$ cat config.mk
export PLATFORM = sky130hd
export DESIGN_NAME = sensor_frame_peak_decoder
export DESIGN_NICKNAME = d
export VERILOG_FILES = /design/src/design/sfpd_pkg.sv /design/src/design/sensor_frame_peak_decoder.sv /design/src/design/sfpd_in_reg.sv /design/src/design/sfpd_decode.sv
export SDC_FILE = /design/constraint.sdc
export NUM_CORES = 1
export LEC_CHECK = 0
export BUFFER_PORTS_ARGS = -buffer_cell sky130_fd_sc_hd__buf_4
export CORE_ASPECT_RATIO = 2
export CORE_MARGIN = 3
export CORE_UTILIZATION = 61
export CTS_BUF_LIST = sky130_fd_sc_hd__clkbuf_4
export DETAILED_ROUTE_END_ITERATION = 6
export PLACE_DENSITY = 0.91
export REMOVE_ABC_BUFFERS = 1
export SLEW_MARGIN = 20
export SYNTH_ARGS = -nofsm -noshare
export SYNTH_HDL_FRONTEND = slang
export SYNTH_SLANG_ARGS = --single-unit
$ cat constraint.sdc
create_clock -name aclk -period 10.8 [get_ports aclk]
set_input_delay 0.54 -clock aclk [delete_from_list [all_inputs] [get_ports aclk]]
set_output_delay 0.54 -clock aclk [all_outputs]
set_load 0.02 [all_outputs]
$ cat src/design/sfpd_pkg.sv
// Shared types and constants of the sensor frame peak decoder.
package sfpd_pkg;

    localparam int unsigned POS_W = 13;

    localparam logic [POS_W-1:0] POS_STATION_LO = 13'd4;
    localparam logic [POS_W-1:0] POS_STATION_HI = 13'd5;
    localparam logic [POS_W-1:0] POS_SAMPLE_FIRST = 13'd8;
    localparam logic [POS_W-1:0] POS_SAMPLE_LAST = 13'd4085;
    localparam logic [POS_W-1:0] POS_DATE_FIRST = 13'd4086;
    localparam logic [POS_W-1:0] POS_DATE_LAST = 13'd4091;
    localparam logic [POS_W-1:0] POS_COUNT_LO = 13'd4092;
    localparam logic [POS_W-1:0] POS_COUNT_MID = 13'd4093;
    localparam logic [POS_W-1:0] POS_SUMMARY = 13'd4094;

    localparam logic [1:0] LANE_LOW_BYTE = 2'd0;
    localparam logic [1:0] LANE_HIGH_BYTE = 2'd1;

    localparam logic [15:0] RAW_MAX = 16'd4095;
    localparam logic signed [12:0] CENTRE = 13'sd2047;
    localparam logic [11:0] YEAR_BASE = 12'd2000;

    localparam logic KIND_SAMPLE = 1'b0;
    localparam logic KIND_SUMMARY = 1'b1;

    localparam logic CFG_CLIP_THRESHOLD = 1'b0;
    localparam logic CFG_PRETRIGGER = 1'b1;

    localparam logic signed [11:0] CLIP_RESET = -12'sd1638;
    localparam logic [9:0] PRETRIGGER_RESET = 10'd120;

    typedef struct packed {
        logic       frame_start;
        logic [7:0] data_byte;
    } sfpd_item_t;

    typedef struct packed {
        logic signed [11:0] clip_threshold;
        logic [9:0]         pretrigger_samples;
    } sfpd_cfg_t;

    // Packed from the top down, so sample_index lands in the lowest bits.
    typedef struct packed {
        logic [6:0]         pad;
        logic [9:0]         peak_index;
        logic signed [25:0] microsecond;
        logic [9:0]         station_id;
        logic [7:0]         second;
        logic [7:0]         minute;
        logic [7:0]         hour;
        logic [7:0]         day;
        logic [7:0]         month;
        logic [11:0]        year;
        logic signed [12:0] sample_value;
        logic [9:0]         sample_index;
    } sfpd_result_t;

    typedef struct packed {
        logic       kind;
        sfpd_result_t data;
    } sfpd_out_t;

endpackage

$ cat src/design/sensor_frame_peak_decoder.sv
// Top level of the sensor frame peak decoder with its configuration registers.
//
// Each request on the s_ channel carries one frame byte in s_tdata, and s_tuser
// set to one marks byte zero of a frame. Bytes 4 and 5 give the station id,
// samples sit at bytes 8+4k and 9+4k, and the date, time and microsecond
// count follow at bytes 4086 to 4094.
// A sample result (m_tuser zero) is produced for the high byte of every
// sample below NUM_SAMPLES; a summary result (m_tuser one) for byte 4094.
// All other bytes are absorbed without a result.
// A result reaches m_tvalid through the input register and then the result
// register, and one byte can be accepted in every cycle while m_tready is high:
// the decode logic sits between the two registers and keeps up with the byte rate.
// When m_tready is low the result register holds and the input register
// keeps one more byte; s_tready drops only once both are full.
// The synchronous active-low reset empties both registers, clears all frame
// state and loads the default clip threshold and pretrigger count. Until the
// first frame mark, the first byte after reset is taken as byte zero.
// Configuration writes take effect at the clock edge where cfg_we is high.
module sensor_frame_peak_decoder
    import sfpd_pkg::*;
#(
    parameter int unsigned NUM_SAMPLES = 1020
)
(
    input  logic         aclk,
    input  logic         aresetn,
    input  logic         cfg_we,
    input  logic         cfg_addr,
    input  logic [11:0]  cfg_wdata,
    input  logic         s_tvalid,
    output logic         s_tready,
    input  logic [7:0]   s_tdata,   // data_byte
    input  logic         s_tuser,   // frame_start
    output logic         m_tvalid,
    input  logic         m_tready,
    // sample_index, sample_value, year, month, day, hour, minute, second,
    // station_id, microsecond, peak_index, then zero fill
    output logic [127:0] m_tdata,
    output logic         m_tuser    // kind
);

    sfpd_cfg_t  cfg_reg;
    sfpd_item_t s_item;
    sfpd_item_t q_item;
    sfpd_out_t  m_out;
    logic       q_valid;
    logic       advance;

    always_ff @(posedge aclk) begin
        if (!aresetn) begin
            cfg_reg.clip_threshold <= CLIP_RESET;
            cfg_reg.pretrigger_samples <= PRETRIGGER_RESET;
        end else if (cfg_we) begin
            case (cfg_addr)
                CFG_CLIP_THRESHOLD: cfg_reg.clip_threshold <= cfg_wdata;
                CFG_PRETRIGGER: cfg_reg.pretrigger_samples <= cfg_wdata[9:0];
                default: ;
            endcase
        end
    end

    assign s_item.data_byte = s_tdata;
    assign s_item.frame_start = s_tuser;

    sfpd_in_reg u_in_reg (
        .aclk    (aclk),
        .aresetn (aresetn),
        .s_valid (s_tvalid),
        .s_ready (s_tready),
        .s_item  (s_item),
        .advance (advance),
        .q_valid (q_valid),
        .q_item  (q_item)
    );

    sfpd_decode #(
        .NUM_SAMPLES (NUM_SAMPLES)
    ) u_decode (
        .aclk     (aclk),
        .aresetn  (aresetn),
        .cfg      (cfg_reg),
        .in_valid (q_valid),
        .in_item  (q_item),
        .advance  (advance),
        .m_valid  (m_tvalid),
        .m_ready  (m_tready),
        .m_out    (m_out)
    );

    assign m_tdata = m_out.data;
    assign m_tuser = m_out.kind;

    sfpd_result_t res_view;
    assign res_view = sfpd_result_t'(m_tdata);

    // The input side only stalls while a finished result waits.
    assert property (@(posedge aclk) disable iff (!aresetn)
        !s_tready |-> (m_tvalid && !m_tready))
        else $error("input stalled without a waiting result");

    assert property (@(posedge aclk) disable iff (!aresetn)
        (m_tvalid && (m_tuser == KIND_SUMMARY)) |->
        (res_view.sample_index == '0 && res_view.sample_value == '0))
        else $error("summary result carries sample fields");

    assert property (@(posedge aclk) disable iff (!aresetn)
        (m_tvalid && (m_tuser == KIND_SAMPLE)) |->
        (res_view.year == '0 && res_view.microsecond == '0
         && res_view.peak_index == '0 && res_view.station_id == '0))
        else $error("sample result carries summary fields");

    assert property (@(posedge aclk) disable iff (!aresetn)
        (m_tvalid && (m_tuser == KIND_SAMPLE)) |->
        ({1'b0, res_view.sample_index} < 11'(NUM_SAMPLES)))
        else $error("sample index beyond the sample count");

endmodule

$ cat src/design/sfpd_in_reg.sv
// Input register stage of the sensor frame peak decoder.
module sfpd_in_reg
    import sfpd_pkg::*;
(
    input  logic       aclk,
    input  logic       aresetn,
    input  logic       s_valid,
    output logic       s_ready,
    input  sfpd_item_t s_item,
    input  logic       advance,
    output logic       q_valid,
    output sfpd_item_t q_item
);

    logic       valid_reg;
    sfpd_item_t item_reg;

    assign s_ready = !valid_reg || advance;
    assign q_valid = valid_reg;
    assign q_item = item_reg;

    always_ff @(posedge aclk) begin
        if (!aresetn) begin
            valid_reg <= 1'b0;
        end else if (s_ready) begin
            valid_reg <= s_valid;
        end
    end

    always_ff @(posedge aclk) begin
        if (s_ready && s_valid) begin
            item_reg <= s_item;
        end
    end

endmodule

$ cat src/design/sfpd_decode.sv
// Frame decoding, peak and minimum tracking, and the result register.
module sfpd_decode
    import sfpd_pkg::*;
#(
    parameter int unsigned NUM_SAMPLES = 1020
)
(
    input  logic       aclk,
    input  logic       aresetn,
    input  sfpd_cfg_t  cfg,
    input  logic       in_valid,
    input  sfpd_item_t in_item,
    output logic       advance,
    output logic       m_valid,
    input  logic       m_ready,
    output sfpd_out_t  m_out
);

    logic [POS_W-1:0]   pos_reg;
    logic [7:0]         low_byte_reg;
    logic signed [12:0] max_level_reg;
    logic [9:0]         max_pos_reg;
    logic signed [12:0] min_level_reg;
    logic [7:0]         date_reg [6];
    logic [9:0]         station_reg;
    logic [15:0]        count_reg;
    logic               out_valid_reg;
    sfpd_out_t          out_reg;

    logic               work;
    logic [POS_W-1:0]   pos;
    logic [POS_W-1:0]   pos_next;
    logic [POS_W-1:0]   date_off;
    logic               in_samples;
    logic               is_low;
    logic               is_high;
    logic [9:0]         k;
    logic [15:0]        raw;
    logic [11:0]        raw_sat;
    logic signed [12:0] v;
    logic signed [12:0] clip_ext;
    logic               new_max;
    logic               new_min;
    logic signed [10:0] delta;
    logic signed [25:0] delta_ext;
    logic [23:0]        us;
    logic               emit;
    sfpd_out_t          res;

    assign advance = !out_valid_reg || m_ready;
    assign work = in_valid && advance;
    assign m_valid = out_valid_reg;
    assign m_out = out_reg;

    always_comb begin
        pos = in_item.frame_start ? '0 : pos_reg;
        pos_next = pos[POS_W-1] ? pos : pos + 1'b1;
        date_off = pos - POS_DATE_FIRST;
        in_samples = pos inside {[POS_SAMPLE_FIRST:POS_SAMPLE_LAST]};
        k = 10'(pos[11:2] - 10'd2);
        is_low = in_samples && (pos[1:0] == LANE_LOW_BYTE);
        is_high = in_samples && (pos[1:0] == LANE_HIGH_BYTE)
                  && ({1'b0, k} < 11'(NUM_SAMPLES));

        raw = {in_item.data_byte, low_byte_reg};
        raw_sat = (raw > RAW_MAX) ? RAW_MAX[11:0] : raw[11:0];
        v = $signed({1'b0, raw_sat}) - CENTRE;
        clip_ext = 13'(cfg.clip_threshold);
        new_max = v > (in_item.frame_start ? 13'sd0 : max_level_reg);
        new_min = v < (in_item.frame_start ? 13'sd0 : min_level_reg);

        delta = $signed({1'b0, max_pos_reg}) - $signed({1'b0, cfg.pretrigger_samples});
        delta_ext = 26'(delta);
        us = {in_item.data_byte, count_reg};

        res = '0;
        emit = 1'b0;
        if (is_high) begin
            emit = 1'b1;
            res.kind = KIND_SAMPLE;
            res.data.sample_index = k;
            res.data.sample_value = (new_min && (v < clip_ext)) ? 13'sd0 : v;
        end else if (pos == POS_SUMMARY) begin
            emit = 1'b1;
            res.kind = KIND_SUMMARY;
            res.data.year = 12'({4'b0, date_reg[1]} + YEAR_BASE);
            res.data.month = date_reg[0];
            res.data.day = date_reg[3];
            res.data.hour = date_reg[2];
            res.data.minute = date_reg[5];
            res.data.second = date_reg[4];
            res.data.station_id = station_reg;
            res.data.microsecond = $signed({2'b0, us}) + (delta_ext <<< 3)
                                   + (delta_ext <<< 1);
            res.data.peak_index = max_pos_reg;
        end
    end

    always_ff @(posedge aclk) begin
        if (!aresetn) begin
            pos_reg <= '0;
            low_byte_reg <= '0;
            max_level_reg <= '0;
            max_pos_reg <= '0;
            min_level_reg <= '0;
            for (int i = 0; i < 6; i++) begin
                date_reg[i] <= '0;
            end
            station_reg <= '0;
            count_reg <= '0;
        end else if (work) begin
            pos_reg <= pos_next;
            if (in_item.frame_start) begin
                max_level_reg <= '0;
                max_pos_reg <= '0;
                min_level_reg <= '0;
            end
            if (!pos[POS_W-1]) begin
                if (pos == POS_STATION_LO) begin
                    station_reg <= 10'(in_item.data_byte[7:6]);
                end else if (pos == POS_STATION_HI) begin
                    station_reg <= {in_item.data_byte, station_reg[1:0]};
                end else if (is_low) begin
                    low_byte_reg <= in_item.data_byte;
                end else if (is_high) begin
                    if (new_max) begin
                        max_level_reg <= v;
                        max_pos_reg <= k;
                    end
                    if (new_min) begin
                        min_level_reg <= v;
                    end
                end else if (pos inside {[POS_DATE_FIRST:POS_DATE_LAST]}) begin
                    date_reg[date_off[2:0]] <= in_item.data_byte;
                end else if (pos == POS_COUNT_LO) begin
                    count_reg[7:0] <= in_item.data_byte;
                end else if (pos == POS_COUNT_MID) begin
                    count_reg[15:8] <= in_item.data_byte;
                end
            end
        end
    end

    always_ff @(posedge aclk) begin
        if (!aresetn) begin
            out_valid_reg <= 1'b0;
        end else if (advance) begin
            out_valid_reg <= in_valid && emit;
        end
    end

    always_ff @(posedge aclk) begin
        if (work && emit) begin
            out_reg <= res;
        end
    end

endmodule

==> impl_metrics.json <==
{
  "status": "complete, no violations",
  "route.vias.total": 12000,
  "rsz_0062_raised_after_global_routing": "false",
  "critPathMaxFanout": 6,
  "skew_ns": 0.0664,
  "die_height_um": 227,
  "max_cap_violations": 0,
  "antenna_found_initial": 1,
  "crit_path_max_incr_delay_ns": 0.80,
  "drcViolationCount": 0,
  "timing.fmax_ghz": 0.155,
  "synth_enable_flop_cells": 178,
  "synth_adder_area_share_pct": 8.89,
  "synth_top_family_by_area": "simple AND/OR/NAND/NOR gates",
  "grt_first_pass_wirelength_um": 63900,
  "stdcell_count": 1957,
  "drv_slew": 0,
  "synth_cell_type_count": 85,
  "ctsRootBufferMaster": "clkbuf_4",
  "largest_net_degree_at_the_start_of_global_routing": 72,
  "overflow": 0,
  "setup_violations": 0,
  "cellPowerDensity_nw_per_um2": 130,
  "syn_area_um2": 14900,
  "dominantRegCellSynth": "edfxtp_1",
  "layout.filler_cells": 1763,
  "critical_path.most_common_cell": "o21ai_0",
  "design_area_um2": 17000,
  "hpwlAfterDp_um": 29200,
  "finalHoldViolations": 0,
  "fp.dieArea_um2": 26400,
  "final_nets": 1740,
  "timing_worst_slew_pin_value_ns": 1.13,
  "vias_in_the_first_global_route": 12300,
  "grt_met3_usage_pct": 5.50,
  "p_leak_uw": 0.00705,
  "yosys.area_share.simple_pct": 20.6,
  "placed_cell_area_um2": 16200,
  "routed_wirelength_um": 41400,
  "drt-vias-per-instance": 6.14,
  "clock_path_buffers": 3,
  "post-route-worst-setup-slack_ns": 4.37,
  "hp_class": "in2reg",
  "gp_routability_congestion": 0.995,
  "worst_ir_drop_vdd_uv": 84.4,
  "route.antenna.remaining_nets": 0,
  "core_area_um2": 23900,
  "port-buffer-count": 150,
  "share_of_the_clock_period_used_by_the_worst_path_after_layout_pct": 59.6,
  "postCtsResizedCells": 0,
  "critical_path.reg2reg.startpoint": "cfg_reg[1]",
  "cp-end-kind": "flip-flop",
  "post_synth.cell_area_avg_um2": 10.2,
  "yosys_warnings": 0,
  "setup_crit_start_kind": "flip-flop",
  "fin_total_pwr_uw": 2210,
  "boundaryPins": 158,
  "area_growth_syn_to_layout_pct": 14.5,
  "worstPathRequired_ns": 11.34,
  "critical_path.cell_chain": "inv_1 -> ha_1 -> nor2b_1 -> o21ai_0 -> a21boi_0 -> o21ai_0 -> a21boi_0 -> o21ai_0 -> a21boi_0 -> mux2_2 -> or2_2 -> fa_1 -> ha_1 -> a21oi_1 -> o21ai_0 -> a32oi_1 -> o311ai_0 -> a2111oi_0 -> nor3_1 -> o31ai_1 -> a21oi_1 -> nor3b_1",
  "final.min_clock_period_ns": 6.43,
  "hold_depth": 3,
  "grtUsageMet2_pct": 58.8,
  "grt_most_used_layer": "met2",
  "synthMuxAreaShare_pct": 2.34,
  "critPathLaunch": "cfg_reg[1]",
  "synth-xor-area-share_pct": 2.24,
  "dpl_worst_slack_ns": 4.53,
  "clock_latency_ns": 0.74,
  "synth.ff_latch_count": 285,
  "post_drt_wl_per_cell_um": 21.2,
  "post_route_cells_drive_above_1_share_pct": 17.7,
  "worst_hold_startpoint": "s_tvalid",
  "slowest_stage": "a2111oi_0",
  "path_clk_slew_ns": 0.07,
  "timing.slew.headroom_pct": 24.3,
  "fp-row-count": 80,
  "grt_util_all_layers_pct": 31.5,
  "utilization_pct": 71.2,
  "ff2ff_path_depth": 22,
  "ys_seq_area_share_pct": 50.3,
  "initial_utilization_pct": 62.2,
  "tritoncts.num_buffers": 60,
  "async_flop_share_pct": 0,
  "h-tree-depth": 2,
  "timing_worst_setup_path_type": "reg2reg",
  "cts.repair_timing.setup_buffer_count": 0,
  "clkSinkCount": 285,
  "cts_tree": "done",
  "die_width_um": 116,
  "use_met1_pct": 30.2,
  "netlist_instances": 1458,
  "dp_cells": 1834,
  "drt_pre_antenna_iters": 5,
  "synth_compound_gate_area_share_pct": 10.8,
  "drt_first_iter_violations": 727,
  "largest_register_ffs": 77,
  "cp_data_arrival_time_ns": 6.97
}
-- through the flow --
| stage | hold slack [ns] | setup TNS, ns |
|---|---|---|
| global placement | 0.439 | 0 |
| finish | 0.0456 | 0 |
| detailed placement | 0.443 | 0 |
| CTS | 0.00118 | 0 |
| global route | 0.0170 | 0 |
| floorplan | 0.427 | -14.93 |
-- cells in the final DEF (no fill, tap or decap), types with 20 or more instances in the layout --
master / netlist / routed
edfxtp_1: 178 / 178
buf_4: 8 / 167
nand2_1: 122 / 122
nor2_1: 116 / 116
and2_1: 112 / 112
dfxtp_1: 107 / 107
clkbuf_4: 0 / 92
inv_1: 85 / 85
ha_1: 84 / 84
a21oi_1: 68 / 66
nand3_1: 65 / 65
o21ai_0: 52 / 50
nor3_1: 33 / 33
mux2i_1: 28 / 27
nand2b_1: 21 / 21
xnor2_1: 21 / 21
clkinv_1: 2 / 20
o211ai_1: 20 / 20
-- worst paths after layout --
path / slack [ns] / endpoint
worst max register to register: 4.37 / u_decode.m_out[110]
worst min-delay path: 0.05 / u_in_reg.q_valid
worst min register to register: 0.45 / u_decode.station_reg[2]
worst max-delay path: 4.37 / u_decode.m_out[110]
-- routing by layer --
metal,routed length [um],share of wire (%),up-vias
met3,2450,5.9,201
met5,0,0,-
li1,-,-,5543
met2,22500,54,538
met4,3210,7.7,0
met1,13300,32,5742
-- worst max-delay path, delay by kind of cell (launching register included) --
kind	cells	cell delay, ns
AOI/OAI and AO/OA	13	3.50
muxes	1	0.40
and+or+nand+nor	4	0.88
adders and majority gates	3	1.12
DFF	1	0.33
buffers and inverters	1	0.07
-- layout make-up --
| type | instances | area, um^2 | share of cell area [%] |
|---|---|---|---|
| Antenna cell | 2 | 5.00 | 0.0294 |
| Clock buffer | 92 | 691 | 4.05 |
| Clock inverter | 21 | 87.6 | 0.514 |
| Inverter | 89 | 334 | 1.96 |
| Multi-Input combinational cell | 1006 | 6740 | 39.6 |
| Sequential cell | 285 | 7490 | 43.9 |
| Tap cell | 287 | 359 | 2.11 |
| Timing Repair Buffer | 175 | 1330 | 7.83 |
-- cell usage after synthesis (all sizes together) (6+ instances only) --
library cell	count	area, um^2
nand3	65	325
and2	113	707
nand2b	22	140
o21ai	62	310
ha	84	1050
nand3b	9	67.6
or4	7	52.6
buf	29	179
inv	87	327
xor2	17	149
a21o	12	90.1
nand2	122	458
clkbuf	55	209
dfxtp	107	2140
a211oi	8	72.6
nor2b	18	113
o211ai	20	150
nor3	33	165
o21a	6	46.3
mux2	6	67.6
nor2	117	442
a21oi	68	340
nand4	15	106
mux2i	28	280
edfxtp	178	5350
nor4	13	100
o22ai	12	75.1
and3	16	100
xnor2	21	184
fa	12	240
nor3b	6	45.0
a31oi	9	56.3
o31ai	10	75.1
-- report_power, final --
part | leakage (uW) | internal, uW | switching (uW)
combinational | 0.00378 | 81.2 | 139
sequential | 0.00282 | 1160 | 9.90
clock | 0.000456 | 389 | 426
-- repair_timing --
item                       CTS  global route
hold endpoints to repair     7             1
hold buffers                 7             1
setup endpoints to repair    0             0
-- cells by family (layout without fill, tap and decap cells) --
kind of cell	count (synthesis)	in the layout
other	1	9
XOR/XNOR	38	38
multiplexers	34	34
AND/OR/NAND/NOR	578	578
buffers and inverters	173	377
flip-flops	285	285
adder cells (fa/ha/maj)	99	99
AO/OA/AOI/OAI	250	250
Note: power is estimated with default switching activity, not from simulation.
